[src/design/lgfd_pkg.sv]
// Package: constants, codes and the elaboration-time gamma table for the LED dimmer.
`timescale 1ns / 1ps
`default_nettype none
package lgfd_pkg;

  localparam int CHANNELS     = 6;
  localparam int GAMMA_TENTHS = 22;

  localparam int CH_IDX_W = (CHANNELS > 1) ? $clog2(CHANNELS) : 1;

  localparam int RAMP_W   = 17;
  localparam int STEP_W   = 17;
  localparam int MUL_W    = 17;
  localparam int PROD_W   = 2 * MUL_W;
  localparam int GAMMA_W  = 10;
  localparam int LEVEL_W  = 8;
  localparam int ELAPSED_W = 16;

  localparam logic [RAMP_W-1:0] RAMP_FULL = RAMP_W'(65536);

  // Item kinds
  localparam logic [1:0] KIND_SET  = 2'd0;
  localparam logic [1:0] KIND_ARM  = 2'd1;
  localparam logic [1:0] KIND_TICK = 2'd2;

  // Register select (address bit 2)
  localparam logic REG_RAMP_UP = 1'b0;
  localparam logic REG_FADE    = 1'b1;

  localparam logic [STEP_W-1:0] RAMP_UP_RESET = STEP_W'(131);
  localparam logic [STEP_W-1:0] FADE_RESET    = STEP_W'(66);

  typedef logic [GAMMA_W-1:0] gamma_rom_t [256];

  // gamma[i] is the largest v in 0..1023 with
  // i^G * 2046^10 >= (2v-1)^10 * 255^G, G = GAMMA_TENTHS (round half up).
  function automatic gamma_rom_t build_gamma();
    logic [447:0] base_pow;
    logic [447:0] lhs;
    logic [447:0] rhs;
    int           lo;
    int           hi;
    int           mid;
    gamma_rom_t   rom;
    base_pow = 448'd1;
    for (int k = 0; k < GAMMA_TENTHS; k++) begin
      base_pow = base_pow * 448'd255;
    end
    rom[0] = '0;
    for (int i = 1; i < 256; i++) begin
      lhs = 448'd1;
      for (int k = 0; k < GAMMA_TENTHS; k++) begin
        lhs = lhs * 448'(i);
      end
      for (int k = 0; k < 10; k++) begin
        lhs = lhs * 448'd2046;
      end
      lo = 0;
      hi = 1023;
      while (lo < hi) begin
        mid = (lo + hi + 1) >> 1;
        rhs = base_pow;
        for (int k = 0; k < 10; k++) begin
          rhs = rhs * 448'(2 * mid - 1);
        end
        if (lhs >= rhs) begin
          lo = mid;
        end else begin
          hi = mid - 1;
        end
      end
      rom[i] = GAMMA_W'(lo);
    end
    return rom;
  endfunction

  localparam gamma_rom_t GAMMA_ROM = build_gamma();

endpackage
`default_nettype wire

[src/design/lgfd_in_if.sv]
// Interface: input item channel of the LED dimmer.
`timescale 1ns / 1ps
`default_nettype none
interface lgfd_in_if;
  logic        valid;
  logic        ready;
  logic [1:0]  kind;
  logic [2:0]  channel;
  logic [7:0]  level;
  logic        arm;
  logic [15:0] elapsed_ms;

  modport source (output valid, kind, channel, level, arm, elapsed_ms, input ready);
  modport sink   (input valid, kind, channel, level, arm, elapsed_ms, output ready);
endinterface
`default_nettype wire

[src/design/lgfd_out_if.sv]
// Interface: duty result channel of the LED dimmer.
`timescale 1ns / 1ps
`default_nettype none
interface lgfd_out_if;
  logic       valid;
  logic       ready;
  logic [2:0] out_channel;
  logic [9:0] duty;
  logic       last;
  logic       is_armed;
  logic       fully_on;
  logic       fully_off;

  modport source (output valid, out_channel, duty, last, is_armed, fully_on, fully_off,
                  input ready);
  modport sink   (input valid, out_channel, duty, last, is_armed, fully_on, fully_off,
                  output ready);
endinterface
`default_nettype wire

[src/design/led_gamma_fade_dimmer_unit.sv]
// Top level: six-channel gamma-corrected LED dimmer with a fade ramp.
//
//  channel   direction  handshake               payload
//  in_i      in         valid/ready             kind, channel, level, arm, elapsed_ms
//  out_o     out        valid/ready             out_channel, duty, last, is_armed,
//                                               fully_on, fully_off
//  apb       in         psel/penable/pready     paddr, pwdata, prdata (2 step regs)
//
// Set and arm items are applied as they are accepted. A tick runs one multiply
// and one saturating update for the ramp, then a multiply and an emit per channel,
// the multiplies all on the single shared 17x17 multiplier. A stalled sink holds
// the emit step.
// Reset (async, active low) clears levels, armed flag, ramp and loads step defaults.
// The result register lets the sequencer work on the next channel while a
// transfer waits.
`timescale 1ns / 1ps
`default_nettype none
module led_gamma_fade_dimmer_unit
  import lgfd_pkg::*;
(
  input  wire logic        clk_i,
  input  wire logic        rst_ni,
  input  wire logic        psel,
  input  wire logic        penable,
  input  wire logic        pwrite,
  input  wire logic [2:0]  paddr,
  input  wire logic [31:0] pwdata,
  output logic      [31:0] prdata,
  output logic             pready,
  lgfd_in_if.sink          in_i,
  lgfd_out_if.source       out_o
);

  localparam logic [2:0] S_IDLE     = 3'd0;
  localparam logic [2:0] S_RAMP_MUL = 3'd1;
  localparam logic [2:0] S_RAMP_UPD = 3'd2;
  localparam logic [2:0] S_CH_MUL   = 3'd3;
  localparam logic [2:0] S_CH_OUT   = 3'd4;

  logic [2:0]          state_q, state_d;
  logic [STEP_W-1:0]   ramp_up_q, fade_q;
  logic [RAMP_W-1:0]   ramp_q, ramp_d;
  logic                armed_q;
  logic [LEVEL_W-1:0]  levels_q [CHANNELS];
  logic [CH_IDX_W-1:0] ch_q, ch_d;
  logic [ELAPSED_W-1:0] elapsed_q;

  // result register
  logic                out_valid_q;
  logic [2:0]          out_ch_q;
  logic [GAMMA_W-1:0]  out_duty_q;
  logic                out_last_q, out_armed_q, out_on_q, out_off_q;

  logic                in_fire, cfg_wr, out_free, ch_last, emit;
  logic                mul_en;
  logic [MUL_W-1:0]    mul_a, mul_b;
  logic [PROD_W-1:0]   mul_p;
  logic [PROD_W:0]     ramp_sum;

  // ---------------------------------------------------------------- config port
  assign pready = 1'b1;
  assign cfg_wr = psel && penable && pwrite;

  always_comb begin
    prdata = '0;
    unique case (paddr[2])
      REG_RAMP_UP: prdata = 32'(ramp_up_q);
      REG_FADE:    prdata = 32'(fade_q);
      default:     prdata = '0;
    endcase
  end

  always_ff @(posedge clk_i or negedge rst_ni) begin
    if (!rst_ni) begin
      ramp_up_q <= RAMP_UP_RESET;
      fade_q    <= FADE_RESET;
    end else if (cfg_wr) begin
      if (paddr[2] == REG_RAMP_UP) begin
        ramp_up_q <= pwdata[STEP_W-1:0];
      end else begin
        fade_q <= pwdata[STEP_W-1:0];
      end
    end
  end

  // ---------------------------------------------------------------- sequencer
  assign in_i.ready = (state_q == S_IDLE);
  assign in_fire    = in_i.valid && in_i.ready;
  assign out_free   = !out_valid_q || out_o.ready;
  assign ch_last    = (ch_q == CH_IDX_W'(CHANNELS - 1));
  assign emit       = (state_q == S_CH_OUT) && out_free;

  // Shared multiplier operands: elapsed*step for the ramp, gamma*ramp per channel.
  always_comb begin
    mul_en = 1'b0;
    mul_a  = '0;
    mul_b  = '0;
    unique case (state_q)
      S_RAMP_MUL: begin
        mul_en = 1'b1;
        mul_a  = MUL_W'(elapsed_q);
        mul_b  = armed_q ? ramp_up_q : fade_q;
      end
      S_CH_MUL: begin
        mul_en = 1'b1;
        mul_a  = MUL_W'(GAMMA_ROM[levels_q[ch_q]]);
        mul_b  = ramp_q;
      end
      default: begin
        mul_en = 1'b0;
      end
    endcase
  end

  lgfd_mul u_mul (
    .clk_i (clk_i),
    .en_i  (mul_en),
    .a_i   (mul_a),
    .b_i   (mul_b),
    .p_o   (mul_p)
  );

  // Saturating ramp update from the registered product.
  assign ramp_sum = (PROD_W + 1)'(mul_p) + (PROD_W + 1)'(ramp_q);

  always_comb begin
    ramp_d = ramp_q;
    if (state_q == S_RAMP_UPD) begin
      if (armed_q) begin
        ramp_d = (ramp_sum >= (PROD_W + 1)'(RAMP_FULL)) ? RAMP_FULL
                                                        : ramp_sum[RAMP_W-1:0];
      end else begin
        ramp_d = (mul_p >= PROD_W'(ramp_q)) ? '0 : (ramp_q - mul_p[RAMP_W-1:0]);
      end
    end
  end

  always_comb begin
    state_d = state_q;
    ch_d    = ch_q;
    unique case (state_q)
      S_IDLE: begin
        if (in_fire && in_i.kind == KIND_TICK) begin
          state_d = S_RAMP_MUL;
        end
      end
      S_RAMP_MUL: state_d = S_RAMP_UPD;
      S_RAMP_UPD: begin
        state_d = S_CH_MUL;
        ch_d    = '0;
      end
      S_CH_MUL:   state_d = S_CH_OUT;
      S_CH_OUT: begin
        if (out_free) begin
          if (ch_last) begin
            state_d = S_IDLE;
          end else begin
            state_d = S_CH_MUL;
            ch_d    = ch_q + CH_IDX_W'(1);
          end
        end
      end
      default: state_d = S_IDLE;
    endcase
  end

  always_ff @(posedge clk_i or negedge rst_ni) begin
    if (!rst_ni) begin
      state_q <= S_IDLE;
      ch_q    <= '0;
      ramp_q  <= '0;
      armed_q <= 1'b0;
      for (int c = 0; c < CHANNELS; c++) begin
        levels_q[c] <= '0;
      end
    end else begin
      state_q <= state_d;
      ch_q    <= ch_d;
      ramp_q  <= ramp_d;
      if (in_fire) begin
        case (in_i.kind)
          KIND_SET: begin
            // indices past the last channel are dropped
            if ({1'b0, in_i.channel} < 4'(CHANNELS)) begin
              levels_q[in_i.channel[CH_IDX_W-1:0]] <= in_i.level;
            end
          end
          KIND_ARM: armed_q <= in_i.arm;
          default: ;
        endcase
      end
    end
  end

  always_ff @(posedge clk_i) begin
    if (in_fire) begin
      elapsed_q <= in_i.elapsed_ms;
    end
  end

  // ---------------------------------------------------------------- result register
  always_ff @(posedge clk_i or negedge rst_ni) begin
    if (!rst_ni) begin
      out_valid_q <= 1'b0;
    end else if (emit) begin
      out_valid_q <= 1'b1;
    end else if (out_o.ready) begin
      out_valid_q <= 1'b0;
    end
  end

  always_ff @(posedge clk_i) begin
    if (emit) begin
      out_ch_q    <= 3'(ch_q);
      out_duty_q  <= mul_p[16 +: GAMMA_W];
      out_last_q  <= ch_last;
      out_armed_q <= armed_q;
      out_on_q    <= (ramp_q >= RAMP_FULL);
      out_off_q   <= (ramp_q == '0);
    end
  end

  assign out_o.valid       = out_valid_q;
  assign out_o.out_channel = out_ch_q;
  assign out_o.duty        = out_duty_q;
  assign out_o.last        = out_last_q;
  assign out_o.is_armed    = out_armed_q;
  assign out_o.fully_on    = out_on_q;
  assign out_o.fully_off   = out_off_q;

`ifndef SYNTHESIS
  a_tick_starts: assert property (@(posedge clk_i) disable iff (!rst_ni)
    in_fire && in_i.kind == KIND_TICK |=> state_q == S_RAMP_MUL)
    else $error("tick accepted but ramp multiply not started");

  a_ramp_bound: assert property (@(posedge clk_i) disable iff (!rst_ni)
    ramp_q <= RAMP_FULL)
    else $error("ramp above full scale");

  a_fade_down: assert property (@(posedge clk_i) disable iff (!rst_ni)
    state_q == S_RAMP_UPD && !armed_q |=> ramp_q <= $past(ramp_q))
    else $error("ramp rose while disarmed");

  a_ch_range: assert property (@(posedge clk_i) disable iff (!rst_ni)
    state_q == S_CH_OUT |-> ch_q <= CH_IDX_W'(CHANNELS - 1))
    else $error("channel counter out of range");
`endif

endmodule
`default_nettype wire

[src/design/lgfd_mul.sv]
// Shared registered multiplier used for both the ramp step and the channel duties.
`timescale 1ns / 1ps
`default_nettype none
module lgfd_mul
  import lgfd_pkg::*;
(
  input  wire logic              clk_i,
  input  wire logic              en_i,
  input  wire logic [MUL_W-1:0]  a_i,
  input  wire logic [MUL_W-1:0]  b_i,
  output logic      [PROD_W-1:0] p_o
);

  logic [PROD_W-1:0] p_q;

  always_ff @(posedge clk_i) begin
    if (en_i) begin
      p_q <= PROD_W'(a_i) * PROD_W'(b_i);
    end
  end

  assign p_o = p_q;

endmodule
`default_nettype wire
[src/flat_wrapper.sv]
// flat-port wrapper written by rule: the top's interface ports become plain ports
module led_gamma_fade_dimmer_unit_flat import lgfd_pkg::*;
  (clk_i, rst_ni, psel, penable, pwrite, paddr, pwdata, prdata, pready, in_i_valid, in_i_kind, in_i_channel, in_i_level, in_i_arm, in_i_elapsed_ms, in_i_ready, out_o_valid, out_o_out_channel, out_o_duty, out_o_last, out_o_is_armed, out_o_fully_on, out_o_fully_off, out_o_ready);
  lgfd_in_if in_i_i ();
  lgfd_out_if out_o_i ();
  input  wire logic clk_i;
  input  wire logic rst_ni;
  input  wire logic psel;
  input  wire logic penable;
  input  wire logic pwrite;
  input  wire logic [2:0] paddr;
  input  wire logic [31:0] pwdata;
  output logic      [31:0] prdata;
  output logic pready;
  input wire logic [$bits(in_i_i.valid)-1:0] in_i_valid;
  input wire logic [$bits(in_i_i.kind)-1:0] in_i_kind;
  input wire logic [$bits(in_i_i.channel)-1:0] in_i_channel;
  input wire logic [$bits(in_i_i.level)-1:0] in_i_level;
  input wire logic [$bits(in_i_i.arm)-1:0] in_i_arm;
  input wire logic [$bits(in_i_i.elapsed_ms)-1:0] in_i_elapsed_ms;
  output wire logic [$bits(in_i_i.ready)-1:0] in_i_ready;
  output wire logic [$bits(out_o_i.valid)-1:0] out_o_valid;
  output wire logic [$bits(out_o_i.out_channel)-1:0] out_o_out_channel;
  output wire logic [$bits(out_o_i.duty)-1:0] out_o_duty;
  output wire logic [$bits(out_o_i.last)-1:0] out_o_last;
  output wire logic [$bits(out_o_i.is_armed)-1:0] out_o_is_armed;
  output wire logic [$bits(out_o_i.fully_on)-1:0] out_o_fully_on;
  output wire logic [$bits(out_o_i.fully_off)-1:0] out_o_fully_off;
  input wire logic [$bits(out_o_i.ready)-1:0] out_o_ready;
  assign in_i_i.valid = in_i_valid;
  assign in_i_i.kind = in_i_kind;
  assign in_i_i.channel = in_i_channel;
  assign in_i_i.level = in_i_level;
  assign in_i_i.arm = in_i_arm;
  assign in_i_i.elapsed_ms = in_i_elapsed_ms;
  assign in_i_ready = in_i_i.ready;
  assign out_o_valid = out_o_i.valid;
  assign out_o_out_channel = out_o_i.out_channel;
  assign out_o_duty = out_o_i.duty;
  assign out_o_last = out_o_i.last;
  assign out_o_is_armed = out_o_i.is_armed;
  assign out_o_fully_on = out_o_i.fully_on;
  assign out_o_fully_off = out_o_i.fully_off;
  assign out_o_i.ready = out_o_ready;
  led_gamma_fade_dimmer_unit u_core (.clk_i(clk_i), .rst_ni(rst_ni), .psel(psel), .penable(penable), .pwrite(pwrite), .paddr(paddr), .pwdata(pwdata), .prdata(prdata), .pready(pready), .in_i(in_i_i), .out_o(out_o_i));
endmodule
[config.mk]
export PLATFORM = sky130hd
export DESIGN_NAME = led_gamma_fade_dimmer_unit_flat
export DESIGN_NICKNAME = d
export VERILOG_FILES = /design/src/design/lgfd_pkg.sv /design/src/design/lgfd_in_if.sv /design/src/design/lgfd_out_if.sv /design/src/design/led_gamma_fade_dimmer_unit.sv /design/src/design/lgfd_mul.sv /design/src/flat_wrapper.sv
export SDC_FILE = /design/constraint.sdc
export NUM_CORES = 1
export LEC_CHECK = 0
export BUFFER_PORTS_ARGS = -buffer_cell sky130_fd_sc_hd__buf_2
export CAP_MARGIN = 20
export CORE_ASPECT_RATIO = 0.6
export CORE_MARGIN = 3
export CORE_UTILIZATION = 25
export CTS_BUF_LIST = sky130_fd_sc_hd__clkbuf_8
export DETAILED_ROUTE_END_ITERATION = 8
export PLACE_DENSITY = 0.46
export SKIP_CTS_REPAIR_TIMING = 1
export SLEW_MARGIN = 25
export SYNTH_ARGS = -nofsm -noshare
export SYNTH_HDL_FRONTEND = slang
export SYNTH_SLANG_ARGS = --single-unit
[constraint.sdc]
create_clock -name clk_i -period 10.14 [get_ports clk_i]
set_input_delay 2.028 -clock clk_i [delete_from_list [all_inputs] [get_ports clk_i]]
set_output_delay 2.028 -clock clk_i [all_outputs]
set_load 0.02 [all_outputs]
== Yosys cells after proc, flatten, opt, wreduce, memory -nomap -nowiden ==
Memories as Yosys holds them, arrays and structs flattened.
Cells that the tools add are included.

* Multipliers: 1
* Eq/ne operators: 10
* Reduce and logical (&&, ||, !) cells: 20
* Bitwise operators: 4
* $lt $le $gt $ge: 8
* Mux-type cells: 25
* $add $sub $neg: 3

{| class="wikitable"
|+ Operators with widths
! kind !! number
|-
| $mux 17 || 4
|-
| $pmux 32 s2 || 1
|-
| $bwmux 48 || 1
|-
| $add 34x17->35 || 1
|-
| $ge 35x17->1 const B || 1
|-
| $ge 34x17->1 || 1
|-
| $pmux 17 s2 || 1
|-
| $mul 16x17->33 || 1
|-
| $pmux 16 s2 || 1
|-
| $bmux 8 s3 || 1
|-
| $demux 8 s3 || 1
|-
| $mux 8 || 3
|-
| $mux 10 || 2
|-
| $ge 17x17->1 const B || 1
|-
| $logic_not 17->1 || 1
|-
| $sub 17x17->17 || 1
|-
| $pmux 3 s5 || 1
|-
| $mux 3 || 4
|-
| $ge 9x9->1 const B || 1
|-
| $not 8->9 || 1
|-
| $ge 4x4->1 const B || 2
|-
| $not 3->4 || 2
|-
| $reduce_and 2->1 || 4
|-
| $eq 3x2->1 const B || 2
|-
| 21 further kinds || 32
|}

* Input bits: 72
* Output and inout bits: 52
* Memories kept: 1
* Register bits: 174
* Word-level logic and storage cells: 93
* ROM bits: 2560

{| class="wikitable"
|+ Memory list
! name !! depth !! width !! rd ports !! clocked after Yosys merged registers in !! write ports !! RTL line !! RTL
|-
| (no name shown) || 256 || 10 || 1 || 0 || 0 || led_gamma_fade_dimmer_unit.sv:106 || <nowiki>mul_a = MUL_W'(GAMMA_ROM[levels_q[ch_q]]);</nowiki>
|}

== Logic depth before layout (Yosys ltp) ==
Gate-level depths: netlist of the first run.

* Depth in word-level cells: 10
* Depth in mapped cells: 42
* Mapped depth without buffers: 37

== By module ==
Synthesis of the first run repeated with hierarchy kept, for this count alone.

* Cell total of the unflattened synthesis: 2516
* Area total of the unflattened synthesis: 22440.3 um^2

{| class="wikitable"
|+ Modules (own cells, without submodules)
! module !! sequential area each (um^2) !! cells each !! instances !! area an instance (um^2)
|-
| led_gamma_fade_dimmer_unit || 3674.8 || 1334 || 1 || 11601.1
|-
| lgfd_mul || 1021.0 || 1182 || 1 || 10839.1
|}

== Least setup slack after synthesis of the first run ==
OpenSTA, ideal clock, no wires.

* Path type: flip-flop to flip-flop
* Start point: reg u_core.ch_q[0]
* End point: reg u_core.u_mul.p_q[32], in the netlist u_core.u_mul.p_o[32] (data pin)
* Buffers on the path: 6
* Data arrival time: 8780 ps
* Cell stages (with the launch flop): 37
* Slack: 1100 ps
* Clock period less this slack: 9040 ps
* Library setup time: 260 ps
* Data required time: 9880 ps
* Cells stage by stage: dfrtp_1 buf_6 buf_2 mux2_2 a22oi_2 buf_4 ha_1 clkbuf_1 clkbuf_1 o22ai_1 nand2_1 a21oi_1 nor3_1 a311o_1 a31oi_4 buf_4 nand2_1 fa_1 fa_1 fa_1 inv_1 fa_1 fa_1 inv_1 fa_1 inv_1 ha_1 o211ai_1 a211oi_1 o21ai_0 a21oi_1 nor2_1 a2111oi_0 nor3_1 o41ai_1 a21oi_1 xnor2_1

* Cells in the longest elaborated chain, start to end: 10

{| class="wikitable"
|+ Ends and longest elaborated chain
! item !! RTL line !! RTL
|-
| from (decl) || led_gamma_fade_dimmer_unit.sv:45 || <nowiki>logic [CH_IDX_W-1:0] ch_q, ch_d;</nowiki>
|-
| from (signal assigned) || led_gamma_fade_dimmer_unit.sv:178 || <nowiki>ch_q <= ch_d;</nowiki>
|-
| $not 3->4 (implied by the code) || led_gamma_fade_dimmer_unit.sv:106 ||
|-
| $bmux 8 s3 || led_gamma_fade_dimmer_unit.sv:106 ||
|-
| $mux 8 (implied by the code) (2 in series) || led_gamma_fade_dimmer_unit.sv:106 ||
|-
| $not 8->9 (implied by the code) || led_gamma_fade_dimmer_unit.sv:106 ||
|-
| $mem_v2 256x10 || n/a ||
|-
| $mux 10 (implied by the code) (2 in series) || led_gamma_fade_dimmer_unit.sv:106 ||
|-
| $pmux 16 s2 || led_gamma_fade_dimmer_unit.sv:98 || <nowiki>unique case (state_q)</nowiki>
|-
| $mul 16x17->33 || lgfd_mul.sv:18 || <nowiki>p_q <= PROD_W'(a_i) * PROD_W'(b_i);</nowiki>
|-
| to (signal assigned) || lgfd_mul.sv:18 ||
|-
| to (decl) || lgfd_mul.sv:14 || <nowiki>logic [PROD_W-1:0] p_q;</nowiki>
|}

Every way passes these cells. The select of a mux whose other input is x is not followed.
A chain may end at the register's enable or synchronous reset.

== Worst setup path after layout of the first run ==
Ends and elaborated chain as after synthesis.

==> run_results.csv, run 1 <==
group,metric,value,unit
yosys,synth_edf_count,66,
worst_setup_path,rr_startpoint,"u_core.ch_q[0]",
route,ant_nets,0,
floorplan,die_w,385,um
finish,n_antenna_cell,0,
grt,grt_max_degree,65,
pwr,clkPwrFrac,0.077,
worst_hold_path,holdPathEnd,"u_core.levels_q[13]",
route,vias,18636,
route,drt_iter0_drc,1898,
finish,syn_to_final_growth,12.8,%
pwr,power_frac_seq,0.187,
finish,drive_gt1_frac,0.172,
yosys,yosysWarnings,0,
grt,grt_usage,0.178,
timing,tightest_slew,1.02,ns
pwr,irDropWorstVdd,125,uV
floorplan,row_count,82,
worst_setup_path,path_class,"reg -> reg",
clock_network,tritoncts,"done",
finish,layout.cells.non_filler,3657,
grt,grt_pass1_vias,18459,
timing,finClkSkew,0.0291,ns
route,viasPerCell,5.10,
worst_setup_path,required,10.41,ns
route,route.detailed.drc,0,
timing,max-slew-margin-rel,0.319,
worst_setup_path,end_kind,"flip-flop",
clock_network,clockRootBuffer,"clkbuf_8",
yosys,synth_ff_type,"dfrtp_1",
grt,overflow,0,
pwr,comb_power_share,0.736,
worst_setup_path,worst_setup_path_start_kind,"flip-flop",
floorplan,die_h,233,um
grt,grt_first_pass_wirelength,120,mm
timing,period_share,0.959,
pwr,p_total,6.99,mW
run_status,status,"finished, final reports clean",
route,firstDrtPassIters,5,
clock_network,cts.sinks,173,
finish,nFillCells,8998,
yosys,synthArstFlopShare,0.618,
floorplan,start_util,0.255,
pwr,netSwitchingFraction,0.555,
yosys,synth_area,0.0215,sq mm
timing,fmax,0.103,GHz
yosys,netlist_instances,2395,
worst_setup_path,cp_slowest_cell,"fa_1",
placed_design,preCtsSetupSlack,-0.0614,ns
pwr,intPower,3.11,mW
placed_design,hpwl,64.2,mm
yosys,seq_area_frac_synth,0.217,
clock_network,cts-buffers-inserted,17,
timing,setup_ws,0.420,ns
floorplan,io_pins,124,
placed_design,portBuffers,90,
pwr,power_density,288,mW/mm^2
clock_network,htreeDepth,4,
worst_setup_path,crit_top_cell,"fa_1",
timing,report.final.hold_viol_count,0,
grt,antenna_found_initial,2,
yosys,ys_ff_latch,173,
floorplan,dieArea,0.0898,sq mm
timing,grt_setup_unrepaired,"no",
pwr,leakage,11.0,nW
floorplan,coreArea,0.0844,sq mm
worst_hold_path,min_from,"u_core.levels_q[13]",
pwr,p_sw,3.88,mW
worst_hold_path,hold_depth,1,
worst_setup_path,reg2reg_depth,37,
worst_setup_path,worstReg2RegEnd,"u_core.u_mul.p_o[32]",
worst_hold_path,hold_path.class,"reg -> reg",
worst_setup_path,cp_slowest_stage_delay,0.66,ns
clock_network,clock_path_buffers,2,
timing,setup_violations,0,
flow_run,drv_cap,0,
finish,final_nets,2964,
timing,fin_crit,9.72,ns
clock_network,clk_pin_slew,0.11,ns
yosys,avgSynthCellArea,8.99,sq um
worst_setup_path,cp_max_fo,9,
worst_setup_path,critPathArrivalTime,9.99,ns
clock_network,clk_latency,0.54,ns
placed_design,placed_cells,3621,
worst_setup_path,rrSetupSlack,0.42,ns
route,wl_per_cell,21.9,um
placed_design,globalplace.congestion,0.969,
yosys,ys_types,91,
route,wl,79.9,mm
timing,slew_violations,0,
## state kept, by name, summed over array words and instances, names as in the netlist, 10 cells and up
register,cells
u_core.levels_q,48
u_core.u_mul.p_o,33
u_core.fade_q,17
u_core.ramp_q,17
u_core.ramp_up_q,17
u_core.elapsed_q,16
u_core.out_o.duty,10
## kinds of logic (layout without fill, tap and decap cells)
kind of cell             count (synthesis)  count (layout)  synth area share
AND/OR/NAND/NOR                        721             721             0.151
other                                    2              16          0.000349
adder cells (fa/ha/maj)                382             382             0.295
XOR/XNOR                                42              42            0.0174
AO/OA/AOI/OAI                          467             467             0.151
flip-flops                             173             173             0.217
multiplexers                           142             142            0.0773
buffers and inverters                  466             580            0.0909
## layout make-up
cell class	count	area, sq um	area share
clock buffers	18	248	0.0102
clock inverters	14	158	0.00649
inverters	325	1220	0.0503
multi-input cells	1770	15000	0.618
flip-flops and latches	173	4670	0.192
well taps	1134	1420	0.0584
repair buffers	223	1570	0.0646
## critical path, delay by kind of cell, from the launching register on
family          cells  cell delay [ns]
compound gates     13             3.07
xor+xnor            1             0.14
fa+ha+maj           8             3.73
buf+inv            10             1.10
flops               1             0.49
mux                 1             0.54
simple gates        4             0.36
## metal layers
metal	GRT usage	vias up	part of all wire
met5	0	-	0
met4	0.0303	0	0.012
met3	0.0488	66	0.094
met2	0.237	809	0.38
met1	0.282	9438	0.51
li1	-	8323	-
## layout by cell type, fill, tap and decap left out, types with 20 or more instances in the layout
| master | count |
|---|---|
| inv_1 | 322 |
| nand2_1 | 235 |
| nor2_1 | 235 |
| fa_1 | 210 |
| ha_1 | 171 |
| buf_4 | 122 |
| mux2_2 | 114 |
| a21oi_1 | 107 |
| dfrtp_1 | 100 |
| buf_2 | 90 |
| o21ai_0 | 83 |
| edfxtp_1 | 66 |
| nor3_1 | 49 |
| nand3_1 | 46 |
| and2_1 | 35 |
| xnor2_1 | 33 |
| a211oi_1 | 29 |
| o211ai_1 | 22 |
| nand2b_1 | 20 |
| mux2i_1 | 20 |
| a21o_1 | 20 |
## power groups by stage
stage,sequential (mW),combinational (mW),clock [mW]
2_1_floorplan,1.18,3.29,0
3_3_place_gp,1.31,4.99,0
3_5_place_dp,1.31,5.00,0
4_1_cts,1.30,5.03,0.568
5_1_grt,1.34,5.63,0.588
6_report,1.31,5.15,0.542
## synth_stat cells, drive strengths merged, types with 9 or more instances
master | n | area share
or2 | 9 | 0.0026
mux2 | 114 | 0.060
o21a | 17 | 0.0059
fa | 210 | 0.20
nor2b | 14 | 0.0041
o211ai | 22 | 0.0077
nor4 | 13 | 0.0044
o21ai | 90 | 0.021
a21o | 20 | 0.0070
nand4 | 15 | 0.0044
a22oi | 20 | 0.0092
nand3 | 46 | 0.011
buf | 76 | 0.023
o21bai | 10 | 0.0035
ha | 172 | 0.10
a211oi | 34 | 0.013
nor3 | 49 | 0.011
edfxtp | 66 | 0.092
nand2b | 20 | 0.0058
and3 | 10 | 0.0029
o22ai | 18 | 0.0052
dfrtp | 102 | 0.12
mux2i | 20 | 0.0093
a221oi | 14 | 0.0057
a21oi | 110 | 0.026
nor2 | 242 | 0.043
or3 | 13 | 0.0038
xnor2 | 34 | 0.014
a2111oi | 9 | 0.0045
o221ai | 11 | 0.0048
nand2 | 236 | 0.041
clkbuf | 65 | 0.011
and2 | 35 | 0.010
a31oi | 16 | 0.0059
inv | 325 | 0.057
## worst max path at each step
stage               cells past startpoint  slack (ns)      startpoint              endpoint
floorplan                              36        1.10  u_core.ch_q[0]  u_core.u_mul.p_o[32]
global placement                       35        0.02  u_core.ch_q[0]  u_core.u_mul.p_o[32]
global route                           37        0.02  u_core.ch_q[0]  u_core.u_mul.p_o[32]
CTS                                    35       -0.13  u_core.ch_q[0]  u_core.u_mul.p_o[32]
finish                                 37        0.42  u_core.ch_q[0]  u_core.u_mul.p_o[32]
detailed placement                     35       -0.06  u_core.ch_q[0]  u_core.u_mul.p_o[32]
## per-stage QoR
| stage | setup TNS [ns] | hold WS, ns | util | cell area [sq um] |
|---|---|---|---|---|
| floorplan | 0 | 0.424 | - | 21600 |
| global placement | 0 | 0.482 | 0.282 | 23800 |
| detailed placement | -0.0614 | 0.489 | 0.282 | 23800 |
| CTS | -0.130 | 0.513 | 0.287 | 24200 |
| global route | 0 | 0.531 | 0.288 | 24300 |
| finish | 0 | 0.510 | 0.288 | 24300 |
Power figures use the tool's default switching activity.
==> run 2, diff against run 1 <==
--- a/config.mk
+++ b/config.mk
@@ -7,7 +7,6 @@
 export LEC_CHECK = 0
 export BUFFER_PORTS_ARGS = -buffer_cell sky130_fd_sc_hd__buf_2
 export CAP_MARGIN = 20
-export CORE_ASPECT_RATIO = 0.6
 export CORE_MARGIN = 3
 export CORE_UTILIZATION = 25
 export CTS_BUF_LIST = sky130_fd_sc_hd__clkbuf_8
==> run 2 against run 1 <==
Against the previous run:
- final cell count is 0.16% lower
- die area is 0.13% lower
- clock skew is 0.0054 ns higher
- via count is 3.9% lower
- routed wire length is 10% lower
- cell area is 0.57% lower
- first-iteration DRC count is 28% lower
- worst setup slack worse by 0.048 ns
- hold slack worse by 0.00065 ns
- count of clock-buffer cells in the layout stayed put
- flip-flop and latch count stayed put
- clock power is 1% lower
- critical endpoint is now u_core.u_mul.p_o[30]
- highest routed layer unchanged
==> run_results.csv, run 2 (synthesized netlist as in run 1, its figures left out) <==
group,metric,value,unit
floorplan,die_w,300,um
route,viasPerCell,4.90,
worst_setup_path,path_class,"reg -> reg",
floorplan,dieArea,0.0897,sq mm
finish,largest_reg_flops,48,
worst_setup_path,critPathArrivalTime,10.10,ns
pwr,netSwitchingFraction,0.550,
pwr,clkPwrFrac,0.079,
worst_setup_path,cp_slowest_stage_delay,0.59,ns
run_status,status,"finished, final reports clean",
floorplan,die_h,300,um
grt,antenna_found_initial,2,
worst_setup_path,end_kind,"flip-flop",
clock_network,clock_path_buffers,2,
finish,top_register,"u_core.levels_q",
route,wl_per_cell,19.7,um
route,vias,17904,
flow_run,drv_cap,0,
finish,layout_common_cells,"inv_1 (321), nor2_1 (236), nand2_1 (235), fa_1 (210), ha_1 (171)",
timing,report.final.hold_viol_count,0,
finish,register_area,0.00467,sq mm
placed_design,hpwl,57.5,mm
clock_network,cts.sinks,173,
finish,syn_to_final_growth,12.2,%
finish,final_common_cell,"inv_1",
timing,slew_violations,0,
clock_network,clockRootBuffer,"clkbuf_8",
finish,multi_input_area,0.0150,sq mm
grt,overflow,0,
timing,tns,0,ns
placed_design,portBuffers,90,
worst_setup_path,crit_top_cell,"buf_4",
floorplan,row_count,107,
floorplan,coreArea,0.0853,sq mm
worst_hold_path,hold_path.class,"reg -> reg",
clock_network,clk_pin_slew,0.10,ns
timing,max-slew-margin-rel,0.350,
floorplan,start_util,0.253,
timing,finClkSkew,0.0344,ns
pwr,power_frac_seq,0.193,
worst_setup_path,required,10.47,ns
clock_network,clk_latency,0.58,ns
grt,grt_first_pass_wirelength,111,mm
timing,fin_crit,9.77,ns
route,ant_nets,0,
timing,fmax,0.102,GHz
pwr,irDropWorstVdd,116,uV
finish,nFillCells,9127,
grt,grt_usage,0.161,
worst_setup_path,worst_setup_path_start_kind,"flip-flop",
worst_setup_path,cp_max_fo,18,
grt,grt_max_degree,62,
finish,drive_gt1_frac,0.166,
pwr,leakage,10.9,nW
pwr,p_total,6.72,mW
route,wl,71.8,mm
pwr,power_density,278,mW/mm^2
finish,final_nets,2946,
route,firstDrtPassIters,8,
timing,period_share,0.963,
timing,grt_setup_unrepaired,"no",
pwr,comb_power_share,0.728,
grt,grt_pass1_vias,17972,
pwr,p_sw,3.69,mW
route,route.detailed.drc,0,
timing,setup_violations,0,
floorplan,io_pins,124,
timing,tightest_slew,0.967,ns
worst_setup_path,cp_slowest_cell,"mux4_2",
clock_network,htreeDepth,4,
clock_network,tritoncts,"done",
clock_network,cts-buffers-inserted,17,
pwr,intPower,3.02,mW
placed_design,globalplace.congestion,0.900,
route,drt_iter0_drc,1375,
[run 2: cell types whose count changed in the layout (fill, tap and decap cells not counted), moves of 2 or more]
cell | previous run | this run
a2111oi_1 | 0 | 2
a2111oi_2 | 2 | 0
buf_12 | 9 | 7
buf_4 | 122 | 109
buf_6 | 2 | 0
clkinv_8 | 0 | 4
diode_2 | 0 | 2
inv_4 | 2 | 0
nor2_2 | 6 | 4
[run 2: worst paths after layout]
kind / from / endpoint / slack [ns] / cells past startpoint
hold / removal: u_core.levels_q[2] / u_core.levels_q[2] / 0.51 / 1
max in group asynchronous: rst_ni / u_core.state_q[1] / 7.41 / 2
setup / recovery: u_core.ch_q[0] / u_core.u_mul.p_o[30] / 0.37 / 38
min in group asynchronous: rst_ni / u_core.levels_q[29] / 1.56 / 1
hold reg to reg: u_core.levels_q[2] / u_core.levels_q[2] / 0.51 / 1
setup reg to reg: u_core.ch_q[0] / u_core.u_mul.p_o[30] / 0.37 / 38
[run 2: power groups by stage]
stage               Combinational (mW)  Sequential [mW]  Clock, mW
floorplan                         3.29             1.18          0
global placement                  4.82             1.31          0
detailed placement                4.78             1.31          0
CTS                               4.81             1.29      0.565
global route                      5.41             1.33      0.582
finish                            4.89             1.30      0.534
[run 2: per-stage QoR]
step / instances / util / hold slack (ns) / setup WS (ns) / cell area, sq um
floorplan: 2409 / - / 0.424 / 1.10 / 21600
global placement: 3612 / 0.277 / 0.481 / 0.0772 / 23600
detailed placement: 3612 / 0.277 / 0.492 / 0.168 / 23600
CTS: 3644 / 0.282 / 0.513 / 0.120 / 24100
global route: 3650 / 0.283 / 0.523 / 0.00335 / 24200
finish: 3651 / 0.283 / 0.509 / 0.372 / 24200
[run 2: final cells by class]
class	instances	share of cell area
Multi-Input combinational cell	1770	0.621
Sequential cell	173	0.193
Tap cell	1144	0.0593
Timing Repair Buffer	205	0.0581
Inverter	325	0.0505
Clock buffer	18	0.0103
Clock inverter	14	0.00725
Antenna cell	2	0.000207
[run 2: routing by layer]
metal / vias up / GRT usage / share of wire
met5: - / 0 / 0
met2: 599 / 0.251 / 0.44
met1: 8928 / 0.227 / 0.47
met4: 0 / 0.0525 / 0.028
met3: 91 / 0.0272 / 0.060
li1: 8286 / - / -
[run 2: worst max-delay path, delay by kind of cell (launching register included)]
family | cells | cell delay, ns
buf+inv | 13 | 1.88
flops | 1 | 0.46
mux | 1 | 0.59
fa+ha+maj | 7 | 3.03
compound gates | 9 | 2.01
xor+xnor | 1 | 0.13
simple gates | 7 | 1.43
